<file path="config.mk">
export PLATFORM = sky130hd
export DESIGN_NAME = handle_fifo_with_removal
export DESIGN_NICKNAME = d
export VERILOG_FILES = /design/src/hfq_pkg.sv /design/src/hfq_ctrl.sv /design/src/hfq_dp.sv /design/src/handle_fifo_with_removal.sv
export SDC_FILE = /design/constraint.sdc
export NUM_CORES = 2
export LEC_CHECK = 0
export BUFFER_PORTS_ARGS = -buffer_cell sky130_fd_sc_hd__buf_2
export CAP_MARGIN = 20
export CORE_ASPECT_RATIO = 0.6
export CORE_MARGIN = 4
export CORE_UTILIZATION = 58
export DETAILED_ROUTE_END_ITERATION = 10
export GPL_ROUTABILITY_DRIVEN = 0
export GPL_TIMING_DRIVEN = 0
export PLACE_DENSITY = 0.76
export SYNTH_ARGS = -nofsm -noshare
export SYNTH_HDL_FRONTEND = slang
export SYNTH_SLANG_ARGS = --single-unit
</file>
<file path="constraint.sdc">
create_clock -name i_clk -period 12.23 [get_ports i_clk]
set_clock_uncertainty 0.15 [all_clocks]
set_input_delay 2.446 -clock i_clk [delete_from_list [all_inputs] [get_ports i_clk]]
set_output_delay 2.446 -clock i_clk [all_outputs]
set_load 0.02 [all_outputs]
</file>
<file path="src/hfq_pkg.sv">
// Shared types and constants for the handle queue with remove-by-value.
package hfq_pkg;

    localparam int QUEUE_DEPTH  = 16;
    localparam int HANDLE_WIDTH = 64;

    localparam int IDX_W   = $clog2(QUEUE_DEPTH);
    localparam int CNT_W   = $clog2(QUEUE_DEPTH + 1);
    localparam int REQ_W   = 3;
    localparam int VALUE_W = 64;
    localparam int OCC_W   = 5;

    typedef enum logic [REQ_W-1:0] {
        REQ_ENQ   = 3'd0,
        REQ_DEQ   = 3'd1,
        REQ_REM   = 3'd2,
        REQ_START = 3'd3,
        REQ_NEXT  = 3'd4
    } t_req;

    typedef enum logic [1:0] {
        ST_OK        = 2'd0,
        ST_EMPTY     = 2'd1,
        ST_FULL      = 2'd2,
        ST_NOT_FOUND = 2'd3
    } t_status;

    typedef struct packed {
        logic [REQ_W-1:0]   req_type;
        logic [VALUE_W-1:0] item_value;
    } t_in;

    typedef struct packed {
        logic [VALUE_W-1:0] result_value;
        t_status            status;
        logic [OCC_W-1:0]   occupancy;
    } t_out;

    typedef struct packed {
        logic    accept;
        logic    end_iter;
        logic    enq;
        logic    pop;
        logic    start_iter;
        logic    read_cursor;
        logic    capture;
        logic    scan_start;
        logic    scan_step;
        logic    shift_wr;
        logic    drop;
        logic    set_status;
        t_status status_code;
        logic    load_out;
    } t_cmd;

    typedef struct packed {
        logic [REQ_W-1:0] req;
        logic             empty;
        logic             full;
        logic             next_ok;
        logic             match;
        logic             last;
        logic             out_busy;
    } t_sts;

endpackage

</file>
<file path="src/hfq_ctrl.sv">
// Controller state machine sequencing each queue request.
module hfq_ctrl import hfq_pkg::*; (
    input  logic i_clk,
    input  logic i_rst_n,
    input  logic i_in_valid,
    output logic o_in_ready,
    input  t_sts i_sts,
    output t_cmd o_cmd
);

    typedef enum logic [5:0] {
        S_IDLE  = 6'b000001,
        S_EXEC  = 6'b000010,
        S_READ  = 6'b000100,
        S_SCAN  = 6'b001000,
        S_SHIFT = 6'b010000,
        S_FIN   = 6'b100000
    } t_state;

    t_state r_state;
    t_state n_state;

    always_ff @(posedge i_clk) begin
        if (!i_rst_n) begin
            r_state <= S_IDLE;
        end else begin
            r_state <= n_state;
        end
    end

    assign o_in_ready = (r_state == S_IDLE);

    always_comb begin
        n_state = r_state;
        o_cmd   = '0;
        unique case (r_state)
            S_IDLE: begin
                if (i_in_valid) begin
                    o_cmd.accept = 1'b1;
                    n_state      = S_EXEC;
                end
            end
            S_EXEC: begin
                n_state = S_FIN;
                unique case (t_req'(i_sts.req))
                    REQ_ENQ: begin
                        o_cmd.end_iter = 1'b1;
                        if (i_sts.full) begin
                            o_cmd.set_status  = 1'b1;
                            o_cmd.status_code = ST_FULL;
                        end else begin
                            o_cmd.enq = 1'b1;
                        end
                    end
                    REQ_DEQ: begin
                        o_cmd.end_iter = 1'b1;
                        if (i_sts.empty) begin
                            o_cmd.set_status  = 1'b1;
                            o_cmd.status_code = ST_EMPTY;
                        end else begin
                            o_cmd.pop = 1'b1;
                            n_state   = S_READ;
                        end
                    end
                    REQ_REM: begin
                        o_cmd.end_iter = 1'b1;
                        if (i_sts.empty) begin
                            o_cmd.set_status  = 1'b1;
                            o_cmd.status_code = ST_EMPTY;
                        end else begin
                            o_cmd.scan_start = 1'b1;
                            n_state          = S_SCAN;
                        end
                    end
                    REQ_START: begin
                        o_cmd.start_iter = 1'b1;
                    end
                    REQ_NEXT: begin
                        if (i_sts.next_ok) begin
                            o_cmd.read_cursor = 1'b1;
                            n_state           = S_READ;
                        end else begin
                            o_cmd.end_iter    = 1'b1;
                            o_cmd.set_status  = 1'b1;
                            o_cmd.status_code = ST_EMPTY;
                        end
                    end
                    default: begin
                        n_state = S_FIN;
                    end
                endcase
            end
            S_READ: begin
                o_cmd.capture = 1'b1;
                n_state       = S_FIN;
            end
            S_SCAN: begin
                if (i_sts.match) begin
                    if (i_sts.last) begin
                        o_cmd.drop = 1'b1;
                        n_state    = S_FIN;
                    end else begin
                        o_cmd.scan_step = 1'b1;
                        n_state         = S_SHIFT;
                    end
                end else if (i_sts.last) begin
                    o_cmd.set_status  = 1'b1;
                    o_cmd.status_code = ST_NOT_FOUND;
                    n_state           = S_FIN;
                end else begin
                    o_cmd.scan_step = 1'b1;
                end
            end
            S_SHIFT: begin
                o_cmd.shift_wr = 1'b1;
                if (i_sts.last) begin
                    o_cmd.drop = 1'b1;
                    n_state    = S_FIN;
                end else begin
                    o_cmd.scan_step = 1'b1;
                end
            end
            S_FIN: begin
                if (!i_sts.out_busy) begin
                    o_cmd.load_out = 1'b1;
                    n_state        = S_IDLE;
                end
            end
            default: begin
                n_state = S_IDLE;
            end
        endcase
    end

endmodule

</file>
<file path="src/hfq_dp.sv">
// Datapath: entry memory, queue pointers, iteration cursor and result register.
module hfq_dp import hfq_pkg::*; (
    input  logic i_clk,
    input  logic i_rst_n,
    input  t_cmd i_cmd,
    output t_sts o_sts,
    input  t_in  i_in_data,
    output logic o_out_valid,
    input  logic i_out_ready,
    output t_out o_out_data
);

    logic [HANDLE_WIDTH-1:0] mem [QUEUE_DEPTH];

    logic [IDX_W-1:0]        r_head;
    logic [CNT_W-1:0]        r_count;
    logic [CNT_W-1:0]        r_cursor;
    logic                    r_iter;
    logic [REQ_W-1:0]        r_req;
    logic [HANDLE_WIDTH-1:0] r_item;
    logic [HANDLE_WIDTH-1:0] r_rdata;
    logic [HANDLE_WIDTH-1:0] r_value;
    t_status                 r_status;
    logic [CNT_W-1:0]        r_k;
    logic [IDX_W-1:0]        r_slot;
    logic [IDX_W-1:0]        r_wslot;
    logic                    r_out_valid;
    t_out                    r_out;

    logic                    mem_we;
    logic [IDX_W-1:0]        mem_waddr;
    logic [HANDLE_WIDTH-1:0] mem_wdata;
    logic                    mem_re;
    logic [IDX_W-1:0]        mem_raddr;
    logic [IDX_W-1:0]        slot_inc;
    logic [IDX_W-1:0]        head_inc;

    function automatic logic [IDX_W-1:0] wrap(input logic [IDX_W-1:0] base,
                                              input logic [CNT_W-1:0] off);
        logic [CNT_W:0] sum;
        sum = (CNT_W+1)'(base) + (CNT_W+1)'(off);
        if (sum >= (CNT_W+1)'(QUEUE_DEPTH)) begin
            sum = sum - (CNT_W+1)'(QUEUE_DEPTH);
        end
        return IDX_W'(sum);
    endfunction

    function automatic logic [IDX_W-1:0] inc(input logic [IDX_W-1:0] s);
        return (s == IDX_W'(QUEUE_DEPTH - 1)) ? '0 : s + 1'b1;
    endfunction

    assign slot_inc = inc(r_slot);
    assign head_inc = inc(r_head);

    assign mem_we    = i_cmd.enq | i_cmd.shift_wr;
    assign mem_waddr = i_cmd.enq ? wrap(r_head, r_count) : r_wslot;
    assign mem_wdata = i_cmd.enq ? r_item : r_rdata;

    assign mem_re = i_cmd.pop | i_cmd.read_cursor | i_cmd.scan_start | i_cmd.scan_step;

    always_comb begin
        priority if (i_cmd.read_cursor) begin
            mem_raddr = wrap(r_head, r_cursor);
        end else if (i_cmd.scan_step) begin
            mem_raddr = slot_inc;
        end else begin
            mem_raddr = r_head;
        end
    end

    always_ff @(posedge i_clk) begin
        if (mem_we) begin
            mem[mem_waddr] <= mem_wdata;
        end
        if (mem_re) begin
            r_rdata <= mem[mem_raddr];
        end
    end

    always_ff @(posedge i_clk) begin
        if (!i_rst_n) begin
            r_head   <= '0;
            r_count  <= '0;
            r_cursor <= '0;
            r_iter   <= 1'b0;
        end else begin
            if (i_cmd.end_iter) begin
                r_iter <= 1'b0;
            end
            if (i_cmd.start_iter) begin
                r_iter   <= 1'b1;
                r_cursor <= '0;
            end
            if (i_cmd.read_cursor) begin
                r_cursor <= r_cursor + 1'b1;
            end
            if (i_cmd.enq) begin
                r_count <= r_count + 1'b1;
            end
            if (i_cmd.pop) begin
                r_head  <= head_inc;
                r_count <= r_count - 1'b1;
            end
            if (i_cmd.drop) begin
                r_count <= r_count - 1'b1;
            end
        end
    end

    always_ff @(posedge i_clk) begin
        if (i_cmd.accept) begin
            r_req    <= i_in_data.req_type;
            r_item   <= i_in_data.item_value[HANDLE_WIDTH-1:0];
            r_value  <= '0;
            r_status <= ST_OK;
        end
        if (i_cmd.set_status) begin
            r_status <= i_cmd.status_code;
        end
        if (i_cmd.capture) begin
            r_value <= r_rdata;
        end
        if (i_cmd.scan_start) begin
            r_k    <= '0;
            r_slot <= r_head;
        end
        if (i_cmd.scan_step) begin
            r_k     <= r_k + 1'b1;
            r_slot  <= slot_inc;
            r_wslot <= r_slot;
        end
    end

    always_ff @(posedge i_clk) begin
        if (!i_rst_n) begin
            r_out_valid <= 1'b0;
        end else if (i_cmd.load_out) begin
            r_out_valid <= 1'b1;
        end else if (i_out_ready) begin
            r_out_valid <= 1'b0;
        end
    end

    always_ff @(posedge i_clk) begin
        if (i_cmd.load_out) begin
            r_out.result_value <= VALUE_W'(r_value);
            r_out.status       <= r_status;
            r_out.occupancy    <= OCC_W'(r_count);
        end
    end

    assign o_out_valid = r_out_valid;
    assign o_out_data  = r_out;

    assign o_sts.req      = r_req;
    assign o_sts.empty    = (r_count == '0);
    assign o_sts.full     = (r_count == CNT_W'(QUEUE_DEPTH));
    assign o_sts.next_ok  = r_iter && (r_cursor < r_count);
    assign o_sts.match    = (r_rdata == r_item);
    assign o_sts.last     = ((r_k + 1'b1) >= r_count);
    assign o_sts.out_busy = r_out_valid && !i_out_ready;

endmodule

</file>
<file path="src/handle_fifo_with_removal.sv">
// Top level of the handle queue with remove-by-value and iteration.
//
//  channel  direction  handshake                  payload
//  request  in         i_in_valid / o_in_ready    i_in_data  (t_in)
//  result   out        o_out_valid / i_out_ready  o_out_data (t_out)
//
// Enqueue, iteration start, unused codes and every empty, full or ended case pass
// from accept through the execute state to the final state; a dequeue or iteration
// next that returns an entry also passes the read state for the registered memory read.
// Removal scans one entry a cycle, then closes up one entry a cycle,
// both through the single memory read port.
// Reset is synchronous and clears the pointers, count, cursor and handshake state.
// A new request is taken while an earlier result waits in the output register;
// a stalled result holds the controller in its final state until taken.
module handle_fifo_with_removal import hfq_pkg::*; (
    input  logic i_clk,
    input  logic i_rst_n,
    input  logic i_in_valid,
    output logic o_in_ready,
    input  t_in  i_in_data,
    output logic o_out_valid,
    input  logic i_out_ready,
    output t_out o_out_data
);

    t_cmd cmd;
    t_sts sts;

    hfq_ctrl u_ctrl (
        .i_clk      (i_clk),
        .i_rst_n    (i_rst_n),
        .i_in_valid (i_in_valid),
        .o_in_ready (o_in_ready),
        .i_sts      (sts),
        .o_cmd      (cmd)
    );

    hfq_dp u_dp (
        .i_clk       (i_clk),
        .i_rst_n     (i_rst_n),
        .i_cmd       (cmd),
        .o_sts       (sts),
        .i_in_data   (i_in_data),
        .o_out_valid (o_out_valid),
        .i_out_ready (i_out_ready),
        .o_out_data  (o_out_data)
    );

    a_busy_after_accept: assert property (@(posedge i_clk) disable iff (!i_rst_n)
        (i_in_valid && o_in_ready) |=> !o_in_ready)
        else $error("request taken while a transaction is in progress");

    a_load_when_free: assert property (@(posedge i_clk) disable iff (!i_rst_n)
        cmd.load_out |-> !(o_out_valid && !i_out_ready))
        else $error("result register overwritten while stalled");

    a_enq_not_full: assert property (@(posedge i_clk) disable iff (!i_rst_n)
        cmd.enq |-> !sts.full)
        else $error("enqueue written into a full queue");

endmodule

</file>
==> flow_metrics.env <==
export IMPL_floorplan_initialDensity_pct=58.81
export IMPL_tightest_slew_ps=1257
export IMPL_postPlaceCellArea_mm2=0.05525
export IMPL_period_share_pct=47.47
export IMPL_gr_usage_all_layers_pct=30.07
export IMPL_nets=3546
export IMPL_maxCapViolCount=0
export IMPL_fin_cells=4713
export IMPL_wirelength_um=142900
export IMPL_crit_type="flop to flop"
export IMPL_yosysWarnings=0
export IMPL_post_cts_resized=0
export IMPL_syn_num_nets=3231
export IMPL_syn_avg_cell_area_um2=16.49
export IMPL_cp_max_fo=10
export IMPL_die_height_um=239.4
export IMPL_synth_edf_count=1305
export IMPL_tns_ps=0
export IMPL_outcome="finished clean"
export IMPL_ys_seq_area_share_pct=76.59
export IMPL_powerDensity_mw_per_mm2=148.0
export IMPL_cts_root_buf="clkbuf_16"
export IMPL_grt_pass1_vias=28810
export IMPL_hold_class="flop to flop"
export IMPL_yosys_area_top_type="edfxtp_1"
export IMPL_grt_pass1_wl_um=202500
export IMPL_rows=84
export IMPL_postCtsSetupBuffers=0
export IMPL_holdBufCountCts=0
export IMPL_postLayoutCoreUtil_pct=67.11
export IMPL_grt_start_max_net_pins=46
export IMPL_post_route_cell_area_mm2=0.05904
export IMPL_drc=0
export IMPL_finalCriticalPeriod_ps=5805
export IMPL_cts_path_max_buffers=3
export IMPL_antenna_left=0
export IMPL_irDropWorstVdd_uv=118.1
export IMPL_internal_power_mw=6.991
export IMPL_async_flop_share_pct=0
export IMPL_synth_cell_type_count=68
export IMPL_power_leakage_nw=21.38
export IMPL_rsz0062_at_grt="false"
export IMPL_relSlewSlack_pct=16.21
export IMPL_path_cells="ha_1 > xor2_1 > ha_1 > a21oi_1 > o21ai_1 > a31oi_1 > nand2_1 > inv_1 > o211ai_1 > o31a_1 > nor2_2 > buf_2 > a221oi_2"
export IMPL_synth_seq_cells=1327
export IMPL_synth_cells=3137
export IMPL_switchingPower_mw=1.746
export IMPL_swShare_pct=19.98
export IMPL_dr_pass1_iters=6
export IMPL_cpMaxStageDelayCell="nor2_2"
export IMPL_synth_area_top_cells="edfxtp_1, mux2i_1, nand2_1"
export IMPL_dieArea_mm2=0.09420
export IMPL_dpl_worst_slack_ps=6834
export IMPL_cts_tree="built"
export IMPL_endpoint_kind="flop"
export IMPL_cp_data_arrival_time_ps=6090
export IMPL_clkSlewWorstSetupHoldPaths_ps=70
export IMPL_insertion_delay_ps=750
export IMPL_seq_power_share_pct=57.2
export IMPL_required_ps=12510
export IMPL_portBuffers=143
export IMPL_r2r_slack_ps=6420
export IMPL_antenna_found_initial=2
export IMPL_num_vias=30760
export IMPL_hold_violations=0
export IMPL_ioPinCount=144
export IMPL_fillers=5680
export IMPL_comb_power_share_pct=1.2
export IMPL_core_area_mm2=0.08797
export IMPL_first_iter_violations=5273
export IMPL_path_common_cell="ha_1"
export IMPL_setup_slack_ps=6425
export IMPL_viasPerCell=6.526
export IMPL_syn_area_mm2=0.05174
export IMPL_finalSetupViolCount=0
export IMPL_dp_cells=4494
export IMPL_slew_violations=0
export IMPL_synth_flop_cell="edfxtp_1"
export IMPL_drive_above_1_share_pct=17.50
export IMPL_max_freq_mhz=172.3
export IMPL_htreeDepth=3
export IMPL_hpwl_um=95870
export IMPL_clkPwrFrac_pct=41.5
export IMPL_crit_path_start_kind="flop"
export IMPL_syn_to_final_growth_pct=14.11
export IMPL_numClockSinks=1327
export IMPL_grt_overflow=0
export IMPL_cp_slowest_stage_delay_ps=810
export IMPL_cts_made_buffers=113
export IMPL_yosysTopAreaCellShare_pct=75.74
export IMPL_avgRoutedWirePerCell_um=30.32
export IMPL_die_w_um=393.6
==> cell families (layout without fill, tap and decap cells) <==
logic type,count (synthesis),after routing,synth area share (%)
AO/OA/AOI/OAI,270,270,5.105
XOR/XNOR,82,82,1.388
adder cells (fa/ha/maj),23,23,0.5852
buffers and inverters,181,593,1.695
flip-flops,1327,1327,76.59
multiplexers,328,328,6.505
other,0,3,0
AND/OR/NAND/NOR,926,926,8.128
==> through the flow <==
step	hold WS (ps)	total power, mW
final	267.4	8.737
after global placement	251.6	5.200
after detailed placement	254.5	5.204
after global routing	271.4	8.956
after floorplan	250.3	5.129
after CTS	269.2	8.747
==> state kept, by name, summed over array words and instances (netlist names) <==
name / cells
u_dp.mem: 1024
u_dp.r_slot: 4
u_dp.r_cursor: 5
u_dp.o_out_data: 71
u_dp.r_item: 64
u_dp.r_req: 3
u_dp.r_status: 2
u_dp.r_count: 5
u_dp.r_wslot: 4
u_dp.r_iter: 1
u_dp.r_value: 64
u_dp.r_k: 5
u_dp.r_head: 4
u_dp.r_rdata: 64
u_ctrl.r_state: 6
u_dp.o_out_valid: 1
==> area by class of cell <==
class | instances | area, um2 | share of cell area [%]
plain buffers | 160 | 798.3 | 1.352
well taps | 1161 | 1453 | 2.461
clock inverters | 66 | 659.4 | 1.117
inverters | 21 | 81.33 | 0.1378
clock buffers | 146 | 3064 | 5.190
multi-input cells | 1629 | 11380 | 19.27
repair buffers | 200 | 1971 | 3.338
flip-flops and latches | 1327 | 39630 | 67.12
diodes | 3 | 7.507 | 0.01272
==> worst max-delay path: cells and delay by family (launching register included) <==
family | cells | cell delay, ps
AOI/OAI and AO/OA | 6 | 1530
xor gates and xnor gates | 1 | 160
adders and majority gates | 2 | 540
buffers and inverters | 2 | 1200
DFF | 1 | 440
and+or+nand+nor | 2 | 1440
==> placed cells by master, fill, tap and decap left out, types with 30 or more instances in the layout <==
master	n
a221oi_2	61
a32oi_1	130
and2_1	66
buf_12	30
buf_2	221
clkbuf_1	88
clkbuf_16	115
clkinv_1	30
edfxtp_1	1305
mux2_2	66
mux2i_1	262
nand2_1	540
nand3_1	137
nand4_1	72
xor2_1	70
==> power groups by stage <==
stage	Clock (mW)	Sequential, mW	Combinational [mW]
floorplan	0	5.09	0.0401
global placement	0	5.10	0.0981
detailed placement	0	5.10	0.105
CTS	3.64	5.00	0.106
global route	3.85	5.00	0.112
finish	3.63	5.00	0.107
==> synthesized netlist by cell type, types with 8 or more instances <==
| cell | instances |
|---|---|
| nand3_1 | 138 |
| xor2_1 | 70 |
| nor4_1 | 22 |
| nor2_1 | 45 |
| xnor2_1 | 12 |
| nand4_1 | 72 |
| mux2i_1 | 262 |
| o21ai_0 | 8 |
| dfxtp_1 | 22 |
| a221oi_2 | 61 |
| nand2b_1 | 8 |
| buf_6 | 11 |
| nand2_1 | 540 |
| edfxtp_1 | 1305 |
| buf_2 | 77 |
| and2_1 | 66 |
| inv_1 | 20 |
| clkbuf_1 | 64 |
| a32oi_1 | 130 |
| a21oi_1 | 20 |
| mux2_2 | 66 |
| ha_1 | 21 |
==> metal layers <==
layer	part of all wire, %	up-vias	track usage [%]
met5	0.012	-	0
met4	3.6	2	11.00
met3	15	319	8.618
met2	42	2432	42.94
met1	39	15230	44.55
li1	-	12780	-
==> path summary, 6_finish.rpt <==
kind | startpoint | end | cells after the start
min reg2reg | u_dp.r_value[15] | u_dp.o_out_data[22] | 0
max reg2reg | u_dp.r_k[0] | u_dp.r_rdata[42] | 13
max | u_dp.r_k[0] | u_dp.r_rdata[42] | 13
min | u_dp.r_value[15] | u_dp.o_out_data[22] | 0
(Power assumes the default switching activity.)
